File: config.mk
export PLATFORM = sky130hd
export DESIGN_NAME = tgq_resq
export DESIGN_NICKNAME = d
export VERILOG_FILES = /design/src/hdl/tgq_pkg.sv /design/src/hdl/tgq_resq.sv
export SDC_FILE = /design/constraint.sdc
export NUM_CORES = 1
export LEC_CHECK = 0
export BUFFER_PORTS_ARGS = -buffer_cell sky130_fd_sc_hd__buf_2
export CAP_MARGIN = 20
export CORE_ASPECT_RATIO = 2
export CORE_MARGIN = 1.5
export CORE_UTILIZATION = 45
export DETAILED_ROUTE_END_ITERATION = 12
export HOLD_SLACK_MARGIN = 0.03
export PLACE_DENSITY = 0.79
export REMOVE_ABC_BUFFERS = 1
export SLEW_MARGIN = 20
export SYNTH_ARGS = -nofsm -noshare
export SYNTH_HDL_FRONTEND = slang
export SYNTH_SLANG_ARGS = --single-unit
File: constraint.sdc
create_clock -name clk -period 2.2 [get_ports clk]
set_input_delay 0.11 -clock clk [delete_from_list [all_inputs] [get_ports clk]]
set_output_delay 0.11 -clock clk [all_outputs]
set_load 0.03 [all_outputs]
File: src/hdl/tgq_pkg.sv
`default_nettype none

package tgq_pkg;

  localparam int QUEUE_DEPTH_DEF = 64;
  localparam int ID_SPACE_DEF    = 1024;
  localparam int TEAM_COUNT_DEF  = 256;

  localparam int ID_W     = 10;
  localparam int TEAM_W   = 8;
  localparam int MODE_W   = 2;
  localparam int STATUS_W = 2;
  localparam int QCOUNT_W = 7;
  localparam int BUF_DEPTH = 2;

  localparam logic [MODE_W-1:0] MODE_LOAD  = 2'd0;
  localparam logic [MODE_W-1:0] MODE_ENQ   = 2'd1;
  localparam logic [MODE_W-1:0] MODE_DEQ   = 2'd2;
  localparam logic [MODE_W-1:0] MODE_CLEAR = 2'd3;

  localparam logic [STATUS_W-1:0] STATUS_OK    = 2'd0;
  localparam logic [STATUS_W-1:0] STATUS_EMPTY = 2'd1;
  localparam logic [STATUS_W-1:0] STATUS_FULL  = 2'd2;

  typedef struct packed {
    logic [MODE_W-1:0] mode;
    logic [ID_W-1:0]   element_id;
    logic [TEAM_W-1:0] team_number;
  } item_t;

  typedef struct packed {
    logic [ID_W-1:0]     head_element;
    logic                head_valid;
    logic [STATUS_W-1:0] status;
    logic [QCOUNT_W-1:0] queue_count;
  } result_t;

  typedef struct packed {
    logic [MODE_W-1:0] mode;
    logic [ID_W-1:0]   element_id;
    logic [TEAM_W-1:0] team_number;
    logic              id_ok;
    logic              load_ok;
  } cmd_t;

  function automatic logic id_in_space(input logic [ID_W-1:0] id, input int space);
    return int'(id) < space;
  endfunction

endpackage

`default_nettype wire

File: src/hdl/tgq_resq.sv
`default_nettype none

module tgq_resq
  import tgq_pkg::*;
(
  input  logic    clk,
  input  logic    rst,
  input  logic    res_push,
  input  result_t res,
  output logic    res_full,
  output logic    empty,
  input  logic    pop,
  output result_t result
);

  localparam int PW = (BUF_DEPTH > 1) ? $clog2(BUF_DEPTH) : 1;
  localparam int CW = $clog2(BUF_DEPTH + 1);
  localparam logic [PW-1:0] PTR_LAST = PW'(BUF_DEPTH - 1);

  result_t       buffer [BUF_DEPTH];
  logic [PW-1:0] wr_ptr;
  logic [PW-1:0] rd_ptr;
  logic [CW-1:0] count;
  logic          do_push;
  logic          do_pop;

  assign res_full = (count == CW'(BUF_DEPTH));
  assign empty    = (count == '0);
  assign result   = buffer[rd_ptr];
  assign do_push  = res_push && !res_full;
  assign do_pop   = pop && !empty;

  always_ff @(posedge clk) begin
    if (do_push) begin
      buffer[wr_ptr] <= res;
    end
  end

  always_ff @(posedge clk) begin
    if (rst) begin
      wr_ptr <= '0;
      rd_ptr <= '0;
      count  <= '0;
    end else begin
      if (do_push) begin
        wr_ptr <= (wr_ptr == PTR_LAST) ? '0 : wr_ptr + PW'(1);
      end
      if (do_pop) begin
        rd_ptr <= (rd_ptr == PTR_LAST) ? '0 : rd_ptr + PW'(1);
      end
      if (do_push && !do_pop) begin
        count <= count + CW'(1);
      end else if (do_pop && !do_push) begin
        count <= count - CW'(1);
      end
    end
  end

endmodule

`default_nettype wire

==> results.txt <==
Die H - 88.7 um
Post-synth top area share - 0.726
CP Launch Point - count[0]
Initial DRT Pass Iterations - 4
Drt first-iter violations - 14
Total negative slack - 0 ps
I/O pin count - 46
Post-place setup slack - 615 ps
Fin util - 0.641
Clk_lat worst skew - 290 ps
RR Startpoint - count[0]
RSZ-0062 raised after global routing - no
Peak Freq - 0.609 GHz
Hold slack - 225 ps
CTS H-Tree Depth - 2
Power density over cell area - 1140 nW/um^2
Max VDD drop - 0.963 mV
Routed Antenna Nets - 0
Initial Util - 0.464
Post-synthesis cell count - 87
Post-CTS Resized - 0
Critical path type - flop to flop
Crit. End Element - flop
CP max FO - 5
Pwr Total - 2.61 mW
Syn-to-layout area delta - 38.2%
Setup WS post-layout - 559 ps
HP Class - primary input to flop
Largest area contributor in the netlist - edfxtp_1
Max_cap viols - 0
Fin crit share - 0.746
Count of state elements after synthesis - 45
First-pass GRT wire length - 4670 um
Worst clock skew - 6.53 ps
Mapped Area - 1650 um^2
Clock root buffer - clkbuf_8
R2R cell count - 4
Core area - 3570 um^2
Setup Buffers After CTS - 0
Pin count of the biggest net entering global routing - 21
Post-DR wirelength/cell - 14.5 um
Clock Path Buffers - 2
Initial antenna violation count - 0
Fin nets - 188
Drt drc - 0
Overall global routing resource usage - 0.166
Area contributors post-synth - edfxtp_1 73%, mux2_2 14%, dfxtp_1 6.1%
CP endpoint - count[1]
Outcome - complete, no violations
Avg Cell Area, Syn - 19.0 um^2
Row count - 31
Routability Congestion - 0.680
Overflow after GRT - 0
Final min period - 1640 ps
Hold Path Origin - res_push
Final hold violation count - 0
# setup viols final - 0
TritonCTS clock tree - done
Post-synth cell types - 13
Ant. Diodes - 0
Worst-Margin Slew - 374 ps
Die Width - 45.9 um
Final Max Slew Viols - 0
R2R Path End - count[1]
WP data arrival - 1860 ps
CP startpoint kind - flop
Vias in the first global route - 1,080
Fraction of layout instances using a drive strength above 1 - 0.476
Hpwl dp - 2020 um
Final WL - 3090 um
Num CTS Buffers - 5
CP required - 2420 ps
Vias per cell - 4.71
R2R setup slack - 560 ps
Clk sinks - 45
P_leak - 0.894 nW
Seq/Total Area, Yosys - 0.787
YS warnings - 0
Full die area - 4070 um^2
Slew headroom - 0.748
Clock transition at the registers of the reported paths - 80 ps
Vias - 1,003
PortBufs - 45
[cells in the final DEF (no fill, tap or decap)]
cell,n
clkbuf_1,1
nor2_1,5
clkinv_2,1
edfxtp_1,40
buf_4,5
ha_1,1
dlygate4sd3_1,21
and2_1,1
dfxtp_1,5
bufinv_16,1
or3_1,2
inv_1,2
a21oi_1,2
clkbuf_8,5
xor2_1,3
mux2_2,20
nor2b_2,1
buf_2,45
o21ai_0,3
[logic make-up (layout without fill, tap and decap cells)]
family / count (synthesis) / after routing / share of synthesized area
AND/OR/NAND/NOR: 9 / 9 / 0.0280
AO/OA/AOI/OAI: 5 / 5 / 0.0151
XOR/XNOR: 3 / 3 / 0.0159
buffers and inverters: 4 / 81 / 0.0106
flip-flops: 45 / 45 / 0.787
multiplexers: 20 / 20 / 0.136
adder cells (fa/ha/maj): 1 / 1 / 0.00756
[report_power, final]
group,switching (mW),internal (mW),total (mW)
clock network,0.254,0.337,0.591
logic,0.554,0.337,0.890
registers,0.0475,1.08,1.13
total,0.855,1.75,2.61
[layout make-up]
type,instances,area [um^2]
Clock buffer,6,72.6
Multi-Input combinational cell,38,335
Clock inverter,2,35.0
Inverter,2,7.51
Sequential cell,45,1300
Timing Repair Buffer,71,473
Tap cell,49,61.3
Fill cell,291,1280
[metrics by stage]
step	area, um^2	std cells
6_report	2290	213
5_1_grt	2290	213
4_1_cts	2290	213
3_5_place_dp	1970	184
3_3_place_gp	1970	184
2_1_floorplan	1640	85
[timing repair]
item                       in CTS  in global routing
hold buffers                   21                  0
setup endpoints to repair       0                  0
hold endpoints to repair       43                  0
[flip-flops by register name (all words and copies together) (netlist names), named ones only]
name and cells:
wr_ptr 1, rd_ptr 1, buffer 40, count 2
[worst min path at each step]
stage                     cells past startpoint            end  slack, ps
after CTS                                     4         wr_ptr        230
after global routing                          4         wr_ptr        270
after floorplan                               1       count[1]        180
after detailed placement                      1  buffer[0][19]        300
after global placement                        1  buffer[1][15]        300
final                                         4         wr_ptr        220
[worst max-delay path, cell delays in order, from the launching register on]
cell	delay, ps
dfxtp_1	370
o21ai_0	350
ha_1	340
or3_1	370
a21oi_1	150
[metal layers]
metal	vias to the layer above	global-route usage	part of all wire	wire, um
met5	-	0	0	0
met4	0	0.0987	0.026	80
met3	7	0.0408	0.037	114
met2	30	0.292	0.59	1820
met1	489	0.164	0.35	1080
li1	477	-	-	-
[synthesized netlist by cell type]
cell type	n
mux2_2	20
nor2_1	5
and2_1	1
buf_2	2
dfxtp_1	5
or3_1	2
a21oi_1	2
xor2_1	3
edfxtp_1	40
nor2b_2	1
o21ai_0	3
inv_1	2
ha_1	1
No activity file was read; power rests on OpenSTA's default activity.
